$ cat config.mk
export PLATFORM = sky130hd
export DESIGN_NAME = udp_ipv4_header_builder_unit_flat
export DESIGN_NICKNAME = d
export VERILOG_FILES = /design/src/rtl/core/uihb_pkg.sv /design/src/rtl/core/uihb_intf.sv /design/src/rtl/core/uihb_front.sv /design/src/rtl/core/uihb_queue.sv /design/src/rtl/core/uihb_back.sv /design/src/rtl/core/udp_ipv4_header_builder_unit.sv /design/src/flat_wrapper.sv
export SDC_FILE = /design/constraint.sdc
export NUM_CORES = 1
export LEC_CHECK = 0
export ABC_AREA = 1
export BUFFER_PORTS_ARGS = -buffer_cell sky130_fd_sc_hd__buf_2
export CORE_MARGIN = 1
export CORE_UTILIZATION = 50
export CTS_CLUSTER_SIZE = 40
export DETAILED_ROUTE_END_ITERATION = 8
export GPL_ROUTABILITY_DRIVEN = 0
export GPL_TIMING_DRIVEN = 0
export HOLD_SLACK_MARGIN = 0.02
export PLACE_DENSITY_LB_ADDON = 0.15
export SKIP_CTS_REPAIR_TIMING = 1
export SYNTH_ARGS = -nofsm -noshare
export SYNTH_HDL_FRONTEND = slang
export SYNTH_HIERARCHICAL = 1
export SYNTH_SLANG_ARGS = --single-unit
$ cat constraint.sdc
create_clock -name clk -period 6.8 [get_ports clk]
set_clock_uncertainty 0.05 [all_clocks]
set_input_delay 0.34 -clock clk [delete_from_list [all_inputs] [get_ports clk]]
set_output_delay 0.34 -clock clk [all_outputs]
set_load 0.05 [all_outputs]
$ cat src/rtl/core/uihb_pkg.sv
// uihb_pkg: shared types and constants of the udp/ipv4 header builder
`default_nettype none
package uihb_pkg;

  // default payload limit and fixed field widths
  localparam int MaxPayloadDefault = 4044;
  localparam int CountW            = 16;
  localparam int LenW              = 12;
  localparam int CfgIndexW         = 3;
  localparam int CfgDataW          = 48;
  localparam int NumWords          = 13;
  localparam int WordIdxW          = 4;
  localparam int QueueDepth        = 2;
  localparam int QueuePtrW         = 1;
  localparam int QueueLevelW       = 2;

  // configuration register indexes
  localparam logic [CfgIndexW-1:0] RegSourceMac  = 3'd0;
  localparam logic [CfgIndexW-1:0] RegDestMac    = 3'd1;
  localparam logic [CfgIndexW-1:0] RegSourceIpv4 = 3'd2;
  localparam logic [CfgIndexW-1:0] RegDestIpv4   = 3'd3;
  localparam logic [CfgIndexW-1:0] RegSourcePort = 3'd4;
  localparam logic [CfgIndexW-1:0] RegDestPort   = 3'd5;

  // protocol constants
  localparam logic [15:0] EtherTypeIpv4 = 16'h0800;
  localparam logic [7:0]  IpVerIhl      = 8'h45;
  localparam logic [15:0] IpFlagsDf     = 16'h4000;
  localparam logic [7:0]  IpTtl         = 8'd64;
  localparam logic [7:0]  IpProtoUdp    = 8'h11;
  localparam logic [15:0] UdpHdrLen     = 16'd8;
  localparam logic [15:0] IpUdpHdrLen   = 16'd28;
  // 0x4500 + 0x4000 + 0x4011 folded into one constant
  localparam logic [15:0] IpFixedSum    = 16'hC511;

  typedef struct packed {
    logic [47:0] source_mac;
    logic [47:0] dest_mac;
    logic [31:0] source_ipv4;
    logic [31:0] dest_ipv4;
    logic [15:0] source_udp_port;
    logic [15:0] dest_udp_port;
  } cfg_t;

  // one closed frame handed from front to back
  typedef struct packed {
    logic [15:0]       sum;
    logic [CountW-1:0] count;
    logic              overlong;
  } desc_t;

  // queue status seen by both sides
  typedef struct packed {
    logic                   full;
    logic                   empty;
    logic [QueueLevelW-1:0] level;
  } qstat_t;

endpackage
`default_nettype wire

$ cat src/rtl/core/uihb_intf.sv
// uihb_intf: stream interfaces for payload bytes and header words
`default_nettype none
interface uihb_byte_if;
  logic       valid;
  logic       ready;
  logic [7:0] payload_byte;
  logic       byte_present;
  logic       frame_end;

  modport source (output valid, payload_byte, byte_present, frame_end, input ready);
  modport sink   (input valid, payload_byte, byte_present, frame_end, output ready);
endinterface

interface uihb_word_if;
  logic        valid;
  logic        ready;
  logic [31:0] header_word;
  logic        word_last;
  logic [11:0] payload_length;
  logic        payload_overlong;

  modport source (output valid, header_word, word_last, payload_length, payload_overlong,
                  input ready);
  modport sink   (input valid, header_word, word_last, payload_length, payload_overlong,
                  output ready);
endinterface
`default_nettype wire

$ cat src/rtl/core/uihb_front.sv
// uihb_front: payload byte intake, running checksum and frame close
`default_nettype none
module uihb_front #(
  parameter int MaxPayload = uihb_pkg::MaxPayloadDefault
) (
  input  wire logic           clk,
  input  wire logic           rst,
  uihb_byte_if.sink           bytes,
  input  wire uihb_pkg::qstat_t qs,
  output uihb_pkg::desc_t     push_desc,
  output logic                push
);
  import uihb_pkg::*;

  localparam logic [CountW-1:0] MaxCount = CountW'(MaxPayload);

  logic [15:0]       payload_sum;
  logic [CountW-1:0] byte_count;
  logic              overlong_seen;

  logic              xfer;
  logic              add_byte;
  logic [15:0]       weighted;
  logic [16:0]       raw_sum;
  logic [15:0]       sum_next;
  logic [CountW-1:0] count_next;
  logic              overlong_next;

  // a frame end needs a free queue slot
  assign bytes.ready = !qs.full;
  assign xfer        = bytes.valid && bytes.ready;

  // even offsets weigh as high byte, odd as low byte
  always_comb begin
    add_byte = bytes.byte_present && (byte_count < MaxCount);
    weighted = byte_count[0] ? {8'h00, bytes.payload_byte} : {bytes.payload_byte, 8'h00};
    raw_sum  = {1'b0, payload_sum} + {1'b0, weighted};
    if (add_byte) begin
      sum_next   = raw_sum[15:0] + {15'd0, raw_sum[16]};
      count_next = byte_count + 1'b1;
    end else begin
      sum_next   = payload_sum;
      count_next = byte_count;
    end
    overlong_next = overlong_seen || (bytes.byte_present && !add_byte);
  end

  // closed frame descriptor
  assign push      = xfer && bytes.frame_end;
  assign push_desc = '{sum: sum_next, count: count_next, overlong: overlong_next};

  // frame state, cleared when a frame closes
  always_ff @(posedge clk) begin
    if (rst) begin
      payload_sum   <= '0;
      byte_count    <= '0;
      overlong_seen <= 1'b0;
    end else if (xfer) begin
      if (bytes.frame_end) begin
        payload_sum   <= '0;
        byte_count    <= '0;
        overlong_seen <= 1'b0;
      end else begin
        payload_sum   <= sum_next;
        byte_count    <= count_next;
        overlong_seen <= overlong_next;
      end
    end
  end

endmodule
`default_nettype wire

$ cat src/rtl/core/uihb_queue.sv
// uihb_queue: two-entry descriptor queue between front and back
`default_nettype none
module uihb_queue (
  input  wire logic            clk,
  input  wire logic            rst,
  input  wire logic            push,
  input  wire uihb_pkg::desc_t push_desc,
  input  wire logic            pop,
  output uihb_pkg::desc_t      head,
  output uihb_pkg::qstat_t     qs
);
  import uihb_pkg::*;

  desc_t                  entries [QueueDepth];
  logic [QueuePtrW-1:0]   wr_ptr;
  logic [QueuePtrW-1:0]   rd_ptr;
  logic [QueueLevelW-1:0] level;

  assign head     = entries[rd_ptr];
  assign qs.full  = (level == QueueLevelW'(QueueDepth));
  assign qs.empty = (level == '0);
  assign qs.level = level;

  // storage, no reset needed
  always_ff @(posedge clk) begin
    if (push) begin
      entries[wr_ptr] <= push_desc;
    end
  end

  // pointers and fill level
  always_ff @(posedge clk) begin
    if (rst) begin
      wr_ptr <= '0;
      rd_ptr <= '0;
      level  <= '0;
    end else begin
      if (push) begin
        wr_ptr <= wr_ptr + 1'b1;
      end
      if (pop) begin
        rd_ptr <= rd_ptr + 1'b1;
      end
      case ({push, pop})
        2'b10:   level <= level + 1'b1;
        2'b01:   level <= level - 1'b1;
        default: level <= level;
      endcase
    end
  end

endmodule
`default_nettype wire

$ cat src/rtl/core/uihb_back.sv
// uihb_back: checksum finish and header word sequencer
`default_nettype none
module uihb_back (
  input  wire logic             clk,
  input  wire logic             rst,
  input  wire uihb_pkg::cfg_t   cfg,
  input  wire uihb_pkg::desc_t  head,
  input  wire uihb_pkg::qstat_t qs,
  output logic                  pop,
  uihb_word_if.source           words
);
  import uihb_pkg::*;

  typedef enum logic [2:0] {
    ST_IDLE,
    ST_SUM,
    ST_CALC,
    ST_FOLD,
    ST_EMIT
  } state_t;

  state_t              state;
  desc_t               frame;
  logic [17:0]         addr_sum;
  logic [17:0]         misc_sum;
  logic [19:0]         ip_raw;
  logic [19:0]         udp_raw;
  logic [15:0]         ip_csum;
  logic [15:0]         udp_csum;
  logic [WordIdxW-1:0] word_idx;

  logic            out_valid;
  logic [31:0]     out_word;
  logic            out_last;
  logic [LenW-1:0] out_len;
  logic            out_over;

  logic [15:0] ip_len;
  logic [15:0] udp_len;
  logic [16:0] ip_fold1;
  logic [16:0] udp_fold1;
  logic [15:0] ip_fold2;
  logic [15:0] udp_fold2;
  logic [31:0] word_sel;
  logic        load;

  // length fields, truncated to 16 bits
  assign ip_len  = IpUdpHdrLen + frame.count;
  assign udp_len = UdpHdrLen + frame.count;

  // end-around fold of the raw sums
  always_comb begin
    ip_fold1  = {1'b0, ip_raw[15:0]} + {13'd0, ip_raw[19:16]};
    udp_fold1 = {1'b0, udp_raw[15:0]} + {13'd0, udp_raw[19:16]};
    ip_fold2  = ip_fold1[15:0] + {15'd0, ip_fold1[16]};
    udp_fold2 = udp_fold1[15:0] + {15'd0, udp_fold1[16]};
  end

  // header word select
  always_comb begin
    case (word_idx)
      4'd2:    word_sel = {16'h0000, cfg.dest_mac[47:32]};
      4'd3:    word_sel = cfg.dest_mac[31:0];
      4'd4:    word_sel = cfg.source_mac[47:16];
      4'd5:    word_sel = {cfg.source_mac[15:0], EtherTypeIpv4};
      4'd6:    word_sel = {IpVerIhl, 8'h00, ip_len};
      4'd7:    word_sel = {16'h0000, IpFlagsDf};
      4'd8:    word_sel = {IpTtl, IpProtoUdp, ip_csum};
      4'd9:    word_sel = cfg.source_ipv4;
      4'd10:   word_sel = cfg.dest_ipv4;
      4'd11:   word_sel = {cfg.source_udp_port, cfg.dest_udp_port};
      4'd12:   word_sel = {udp_len, udp_csum};
      default: word_sel = 32'h0000_0000;
    endcase
  end

  assign pop  = (state == ST_IDLE) && !qs.empty;
  assign load = (state == ST_EMIT) && (!out_valid || words.ready);

  assign words.valid            = out_valid;
  assign words.header_word      = out_word;
  assign words.word_last        = out_last;
  assign words.payload_length   = out_len;
  assign words.payload_overlong = out_over;

  // sequencer, checksum pipeline and output register
  always_ff @(posedge clk) begin
    if (rst) begin
      state     <= ST_IDLE;
      word_idx  <= '0;
      out_valid <= 1'b0;
    end else begin
      unique case (state)
        ST_IDLE: begin
          if (pop) begin
            frame <= head;
            state <= ST_SUM;
          end
        end
        ST_SUM: begin
          addr_sum <= {2'b00, cfg.source_ipv4[31:16]} + {2'b00, cfg.source_ipv4[15:0]}
                    + {2'b00, cfg.dest_ipv4[31:16]} + {2'b00, cfg.dest_ipv4[15:0]};
          misc_sum <= {2'b00, frame.sum} + {2'b00, cfg.source_udp_port}
                    + {2'b00, cfg.dest_udp_port} + {10'd0, IpProtoUdp};
          state    <= ST_CALC;
        end
        ST_CALC: begin
          ip_raw  <= {2'b00, addr_sum} + {4'd0, ip_len} + {4'd0, IpFixedSum};
          udp_raw <= {2'b00, addr_sum} + {2'b00, misc_sum} + {3'd0, udp_len, 1'b0};
          state   <= ST_FOLD;
        end
        ST_FOLD: begin
          ip_csum  <= ~ip_fold2;
          udp_csum <= ~udp_fold2;
          word_idx <= '0;
          state    <= ST_EMIT;
        end
        ST_EMIT: begin
          if (load) begin
            word_idx <= word_idx + 1'b1;
            if (word_idx == WordIdxW'(NumWords - 1)) begin
              state <= ST_IDLE;
            end
          end
        end
        default: state <= ST_IDLE;
      endcase

      // output register, loaded when empty or as its word is taken
      if (load) begin
        out_valid <= 1'b1;
        out_word  <= word_sel;
        out_last  <= (word_idx == WordIdxW'(NumWords - 1));
        out_len   <= frame.count[LenW-1:0];
        out_over  <= frame.overlong;
      end else if (words.ready) begin
        out_valid <= 1'b0;
      end
    end
  end

endmodule
`default_nettype wire

$ cat src/rtl/core/udp_ipv4_header_builder_unit.sv
// udp_ipv4_header_builder_unit: top level of the udp/ipv4 frame header builder
//
//   channel  dir  handshake        payload
//   bytes    in   valid/ready      payload_byte, byte_present, frame_end
//   words    out  valid/ready      header_word, word_last, payload_length, payload_overlong
//   cfg      in   cfg_we           cfg_index, cfg_data (no read-back)
//
// payload bytes are taken one per cycle while the queue is not full; the running sum is one 17-bit add and fold
// a frame end hands a descriptor to a two-entry queue; bytes stall only when it is full
// the back side works out the checksums in its SUM, CALC and FOLD states, then emits 13 words
// at one per cycle unless the output stalls, and takes no new frame until its last word is loaded
// words leave through an output register that refills on the cycle it is taken
// rst is synchronous, active high, and clears frame state, queue and configuration
`default_nettype none
module udp_ipv4_header_builder_unit #(
  parameter int MaxPayload = uihb_pkg::MaxPayloadDefault
) (
  input  wire logic                           clk,
  input  wire logic                           rst,
  uihb_byte_if.sink                           bytes,
  uihb_word_if.source                         words,
  input  wire logic                           cfg_we,
  input  wire logic [uihb_pkg::CfgIndexW-1:0] cfg_index,
  input  wire logic [uihb_pkg::CfgDataW-1:0]  cfg_data
);
  import uihb_pkg::*;

  cfg_t   cfg;
  desc_t  push_desc;
  desc_t  head;
  qstat_t qs;
  logic   push;
  logic   pop;

  // configuration registers
  always_ff @(posedge clk) begin
    if (rst) begin
      cfg <= '0;
    end else if (cfg_we) begin
      case (cfg_index)
        RegSourceMac:  cfg.source_mac      <= cfg_data;
        RegDestMac:    cfg.dest_mac        <= cfg_data;
        RegSourceIpv4: cfg.source_ipv4     <= cfg_data[31:0];
        RegDestIpv4:   cfg.dest_ipv4       <= cfg_data[31:0];
        RegSourcePort: cfg.source_udp_port <= cfg_data[15:0];
        RegDestPort:   cfg.dest_udp_port   <= cfg_data[15:0];
        default:       cfg                 <= cfg;
      endcase
    end
  end

  uihb_front #(
    .MaxPayload (MaxPayload)
  ) u_front (
    .clk       (clk),
    .rst       (rst),
    .bytes     (bytes),
    .qs        (qs),
    .push_desc (push_desc),
    .push      (push)
  );

  uihb_queue u_queue (
    .clk       (clk),
    .rst       (rst),
    .push      (push),
    .push_desc (push_desc),
    .pop       (pop),
    .head      (head),
    .qs        (qs)
  );

  uihb_back u_back (
    .clk   (clk),
    .rst   (rst),
    .cfg   (cfg),
    .head  (head),
    .qs    (qs),
    .pop   (pop),
    .words (words)
  );

  // a frame close never lands on a full queue
  assert property (@(posedge clk) disable iff (rst) push |-> !qs.full)
    else $error("frame descriptor pushed into full queue");

  // queue fill level stays within its depth
  assert property (@(posedge clk) disable iff (rst) qs.level <= QueueLevelW'(QueueDepth))
    else $error("queue level beyond depth");

  // the back side never pops an empty queue
  assert property (@(posedge clk) disable iff (rst) pop |-> !qs.empty)
    else $error("pop from empty queue");

endmodule
`default_nettype wire

$ cat src/flat_wrapper.sv
// flat-port wrapper written by rule: the top's interface ports become plain ports
module udp_ipv4_header_builder_unit_flat import uihb_pkg::*;
#(
  parameter int MaxPayload = uihb_pkg::MaxPayloadDefault
)
  (clk, rst, cfg_we, cfg_index, cfg_data, bytes_valid, bytes_payload_byte, bytes_byte_present, bytes_frame_end, bytes_ready, words_valid, words_header_word, words_word_last, words_payload_length, words_payload_overlong, words_ready);
  uihb_byte_if bytes_i ();
  uihb_word_if words_i ();
  input  wire logic clk;
  input  wire logic rst;
  input  wire logic cfg_we;
  input  wire logic [uihb_pkg::CfgIndexW-1:0] cfg_index;
  input  wire logic [uihb_pkg::CfgDataW-1:0] cfg_data;
  input wire logic [$bits(bytes_i.valid)-1:0] bytes_valid;
  input wire logic [$bits(bytes_i.payload_byte)-1:0] bytes_payload_byte;
  input wire logic [$bits(bytes_i.byte_present)-1:0] bytes_byte_present;
  input wire logic [$bits(bytes_i.frame_end)-1:0] bytes_frame_end;
  output wire logic [$bits(bytes_i.ready)-1:0] bytes_ready;
  output wire logic [$bits(words_i.valid)-1:0] words_valid;
  output wire logic [$bits(words_i.header_word)-1:0] words_header_word;
  output wire logic [$bits(words_i.word_last)-1:0] words_word_last;
  output wire logic [$bits(words_i.payload_length)-1:0] words_payload_length;
  output wire logic [$bits(words_i.payload_overlong)-1:0] words_payload_overlong;
  input wire logic [$bits(words_i.ready)-1:0] words_ready;
  assign bytes_i.valid = bytes_valid;
  assign bytes_i.payload_byte = bytes_payload_byte;
  assign bytes_i.byte_present = bytes_byte_present;
  assign bytes_i.frame_end = bytes_frame_end;
  assign bytes_ready = bytes_i.ready;
  assign words_valid = words_i.valid;
  assign words_header_word = words_i.header_word;
  assign words_word_last = words_i.word_last;
  assign words_payload_length = words_i.payload_length;
  assign words_payload_overlong = words_i.payload_overlong;
  assign words_i.ready = words_ready;
  udp_ipv4_header_builder_unit #(.MaxPayload(MaxPayload)) u_core (.clk(clk), .rst(rst), .bytes(bytes_i), .words(words_i), .cfg_we(cfg_we), .cfg_index(cfg_index), .cfg_data(cfg_data));
endmodule
; Word-level counts from Yosys, hierarchy flattened
; Memory sizes are Yosys's and may differ from the RTL's. A register that Yosys moved wholly into a read port is not among the register bits.
; Index checks and enable logic that the tools add are counted.
[classes]
add_sub_neg = 24
magnitude_cmp = 1
eq_ne = 26
mux = 18
bitwise_logic = 3
reduce_logical = 31
[op_table]
columns = op, n
row1 = 32-bit one-hot mux with 11 select lines, 1
row2 = 16-bit 2-to-1 mux, 5
row3 = 16-bit by 16-bit adder with 17-bit output, 3
row4 = 16-bit by 1-bit adder with 16-bit output, 3
row5 = 17-bit by 16-bit adder with 18-bit output, 2
row6 = 16-bit by 4-bit adder with 17-bit output, 2
row7 = 16-bit NOT, 2
row8 = 2-bit AND reduction, 11
row9 = "19-bit by 16-bit adder with 20-bit output, second input constant", 1
row10 = 19-bit by 17-bit adder with 20-bit output, 1
row11 = "4-bit equality test, second input constant", 5
row12 = 18-bit by 16-bit adder with 19-bit output, 1
row13 = 18-bit by 18-bit adder with 19-bit output, 1
row14 = 18-bit by 16-bit adder with 18-bit output, 1
row15 = "18-bit by 5-bit adder with 18-bit output, second input constant", 1
row16 = "16-bit by 1-bit adder with 16-bit output, second input constant", 1
row17 = "4-bit by 16-bit adder with 16-bit output, first input constant", 1
row18 = "5-bit by 16-bit adder with 16-bit output, first input constant", 1
row19 = "4-bit by 3-bit equality test with 1-bit output, second input constant", 4
row20 = "16-bit by 12-bit < comparator with 1-bit output, second input constant", 1
row21 = 3-bit one-hot mux with 5 select lines, 1
row22 = "3-bit by 2-bit equality test with 1-bit output, second input constant", 4
row23 = "3-bit equality test, second input constant", 3
row24 = 3-bit 2-to-1 mux, 3
row25 = 22 further kinds, 44
[totals]
register_bits = 391
mem_bits_rw = 66
input_bits = 66
output_inout_bits = 48
word_cells = 129
mem_count = 1
[mem_list]
columns = name, words, word_bits, rd, rd_clocked_by_memory_dff, wr, line
row1 = u_core.u_queue.entries, 2, 33, 1, 1, 1, uihb_queue.sv:14  ; desc_t entries [QueueDepth];

; Longest topological paths before layout
[depth]
word_depth = 6
mapped_depth = 27
mapped_depth_nobuf = 26

; Hierarchy
; Netlist, hierarchy kept.
[by_module_without_submodules]
columns = module, instances, cells_per_inst, area_per_inst_um2, seq_area_each_um2
row1 = uihb_back, 1, 1711, 15093.2, 5745.5
row2 = udp_ipv4_header_builder_unit, 1, 1108, 7588.5, 3843.7
row3 = uihb_front, 1, 550, 3296.9, 660.6
row4 = uihb_queue, 1, 136, 2762.6, 2082.0

; Least setup slack after synthesis
; Ideal clock, no wire load.
[synth_timing]
kind = register to register
startpoint = register u_core.u_front.byte_count[0]
endpoint = memory u_core/u_queue/entries[0][29] in the netlist's numbering, data pin
setup_time_ns = 0.270
arrival_time_ns = 3.153
t_required_ns = 6.480
setup_slack_ns = 3.328
path_stages_with_launch = 23
n_path_buf = 2
period_less_slack_ns = 3.472
path_cell_list = dfxtp_1 clkbuf_1 buf_1 nor2_1 ha_1 nand2_1 nor2_1 and2_1 nand2_1 nand2_1 a21oi_1 o21bai_1 ha_1 ha_1 inv_1 nor2_2 nand3_2 nor2_4 nand3_4 nor2_4 nand3_1 nand2_1 a21boi_0
[synth_lines]
columns = item, line
row1 = from (decl), uihb_front.sv:18  ; logic [CountW-1:0] byte_count;
row2 = from (signal assigned), uihb_front.sv:65  ; byte_count <= count_next;
row3 = to (decl), uihb_queue.sv:14

==> results.py <==
metrics = {
    "die": {
        "fp.dieArea_sq_um": 58400,
        "start_util": 0.508,
        "die_w_um": 242,
        "ios": 114,
        "core_area_sq_um": 56600,
        "rows": 87,
        "die_h_um": 242,
    },
    "drt": {
        "drtPass1Iterations": 7,
        "viasPerCell": 5.42,
        "drcViolationCount": 0,
        "wirelength_um": 90600,
        "vias": 24287,
        "drt_iter0_drc": 2540,
        "drtAntennaViolNets": 0,
        "wl_per_cell_um": 20.2,
    },
    "cells_and_area": {
        "fin_nets": 3957,
        "drive_above_1_share": 0.101,
        "antenna_cells": 0,
        "area_growth_pct": 12.1,
        "finish.utilization": 0.569,
    },
    "worst_setup_path": {
        "endpoint_kind": "register",
        "cp_slowest_cell": "buf_1",
        "cp_cell_sequence": "clkbuf_1, buf_1, nor2_1, ha_1, nand2_1, nor2_1, and2_1, nand2_1, nand2_1, a21oi_1, o21bai_1, ha_1, ha_1, inv_1, nor2_2, nand3_2, nor2_4, nand3_4, nor2_4, nand2_1, nand2_1, nand2_1, a21boi_0",
        "crit_arrival_ns": 4.81,
        "required_ns": 7.17,
        "max_stage_delay_ns": 0.41,
        "crit_fanout": 10,
        "start_kind": "register",
        "cpMostUsedCell": "nand2_1",
        "crit_type": "reg -> reg",
    },
    "logic_synthesis": {
        "synth_nets": 3780,
        "syn_inst": 3505,
        "yosysMostFrequentCell": "nand2_1",
        "synth_area_leaders": "edfxtp_1, dfxtp_1, nand2_1, nor2_1, ha_1",
        "ys_seq_area_frac": 0.429,
        "synth_cell_types": 58,
        "netlist_area_sq_um": 28700,
        "synth_ff_type": "edfxtp_1",
        "syn_area_per_cell_sq_um": 8.20,
        "yosys.area.top_type": "edfxtp_1",
        "synth_commonest_cells": "nand2_1, nor2_1, inv_1",
        "synth_top_area_frac": 0.263,
        "synth-edff-count": 252,
        "synth-warning-count": 6,
        "ys_async_sr_fraction": 0,
        "ys_ff_latch": 490,
    },
    "global_route": {
        "gr-total-overflow": 0,
        "grt_pass1_vias": 22090,
        "grt_max_degree": 37,
        "antenna_found_initial": 0,
        "grt.total_usage": 0.308,
        "grt_pass1_wl_um": 135000,
    },
    "flow_run": {
        "cap_violations": 0,
    },
    "clock_network": {
        "clock-sinks": 490,
        "clock_latency_ns": 0.63,
        "cts_tree": "yes",
        "clk_pin_slew_ns": 0.06,
        "cts_max_path_buffers": 3,
        "cts_root_buf": "clkbuf_16",
        "numCtsBuffers": 53,
        "htreeDepth": 2,
    },
    "timing": {
        "setup_viol": 0,
        "drv_slew": 0,
        "slew_headroom": 0.261,
        "fin_crit_ns": 4.44,
        "max_freq_mhz": 225,
        "fin_setup_tns_ns": 0,
        "tightestPinTransition_ns": 1.11,
        "fin_crit_sh": 0.652,
        "hold_violations": 0,
        "rsz0062_at_grt": "false",
    },
    "min_path": {
        "hp-class": "in -> reg",
    },
    "placed_design": {
        "io_buffer_count": 113,
        "dp_hpwl_um": 71700,
    },
    "power": {
        "power-per-cell-area_nw_per_um2": 295,
        "leakagePower_nw": 14.3,
        "ir_worst_vdd_v": 0.000191,
    },
    "outcome": {
        "status": "finished clean",
    },
}
==> final timing paths <==
kind,to,startpoint,cells after the start,slack [ns]
max,u_core/u_queue/entries[1][29]$_DFFE_PP_,u_core/u_front/byte_count[0]$_SDFFE_PP0P_,23,2.36
min reg2reg,u_core/u_back/words.payload_overlong$_DFFE_PP_,u_core/u_back/frame[0]$_DFFE_PP_,0,0.38
min,u_core/cfg[177]$_SDFFE_PP0P_,cfg_data[33],5,0.0006
max reg2reg,u_core/u_queue/entries[1][29]$_DFFE_PP_,u_core/u_front/byte_count[0]$_SDFFE_PP0P_,23,2.36
==> worst max-delay path, delay by kind of cell (launching register included) <==
kind	cells	cell delay, ns
and+or+nand+nor	14	1.60
buffers and inverters	3	0.84
DFF	1	0.37
AOI/OAI and AO/OA	3	0.55
adders and majority gates	3	0.81
==> per-layer routing <==
metal | wire, um | track usage | vias up
met4 | 3880 | 0.126 | 0
li1 | - | - | 11782
met2 | 38800 | 0.461 | 1060
met3 | 9070 | 0.0643 | 199
met1 | 38800 | 0.434 | 11246
met5 | 0 | 0 | -
==> flip-flops by register name, indices dropped and copies added, names as in the netlist, 2 cells and up, named ones only <==
signal / flops
u_core/u_queue/entries: 66
u_core/u_back/word_idx: 4
u_core/u_back/udp_raw: 20
u_core/u_back/frame: 33
u_core/u_front/payload_sum: 16
u_core/u_front/byte_count: 16
u_core/u_back/state: 3
u_core/u_queue/level: 2
u_core/u_back/words.header_word: 32
u_core/u_back/ip_raw: 19
u_core/u_back/ip_csum: 16
u_core/u_back/misc_sum: 18
u_core/u_back/words.payload_length: 12
u_core/cfg: 192
u_core/u_back/udp_csum: 16
u_core/u_back/addr_sum: 18
==> power breakdown <==
group	switching, W	leakage (nW)	internal (W)
combinational	0.00184	9.09	0.00102
sequential	0.000204	4.30	0.00352
clock	0.00122	0.876	0.00170
==> stage by stage <==
| step | std cells | setup slack (ns) | cell area, sq um | power (W) | hold slack (ns) |
|---|---|---|---|---|---|
| 6_report | 4482 | 2.36 | 32200 | 0.00950 | 0.000619 |
| 3_5_place_dp | 4382 | 2.40 | 30400 | 0.00658 | 0.370 |
| 4_1_cts | 4481 | 2.38 | 32200 | 0.00951 | -0.0593 |
| 3_3_place_gp | 4374 | 1.42 | 30300 | 0.00654 | 0.371 |
| 5_1_grt | 4482 | 1.91 | 32200 | 0.0100 | 0.0490 |
| 2_1_floorplan | 3505 | 3.33 | 28700 | 0.00574 | 0.350 |
==> layout by cell type, fill, tap and decap left out, drive strengths merged, types with 41 or more instances in the layout <==
cell type and count:
nand2 770, nor2 563, inv 467, nand3 325, edfxtp 252, dfxtp 238, buf 193, a21oi 141
ha 140, clkbuf 139, o21ai 72, xor2 71, fa 69, nand4 41
==> logic make-up after synthesis <==
| family | Yosys count | synth area share |
|---|---|---|
| compound gates | 328 | 0.0692 |
| xor+xnor | 108 | 0.0334 |
| fa+ha+maj | 209 | 0.109 |
| buf+inv | 592 | 0.0822 |
| flops | 490 | 0.429 |
| mux | 33 | 0.0168 |
| simple gates | 1745 | 0.260 |
==> final cells by class <==
class | count | area (sq um)
clock inverter | 15 | 128
multi-input combinational | 2423 | 14100
sequential | 490 | 12300
timing repair buffer | 122 | 717
clock buffer | 84 | 1650
tap | 756 | 946
buffer | 127 | 617
inverter | 465 | 1750
fill | 5314 | 24400
Power figures use the tool's default switching activity.
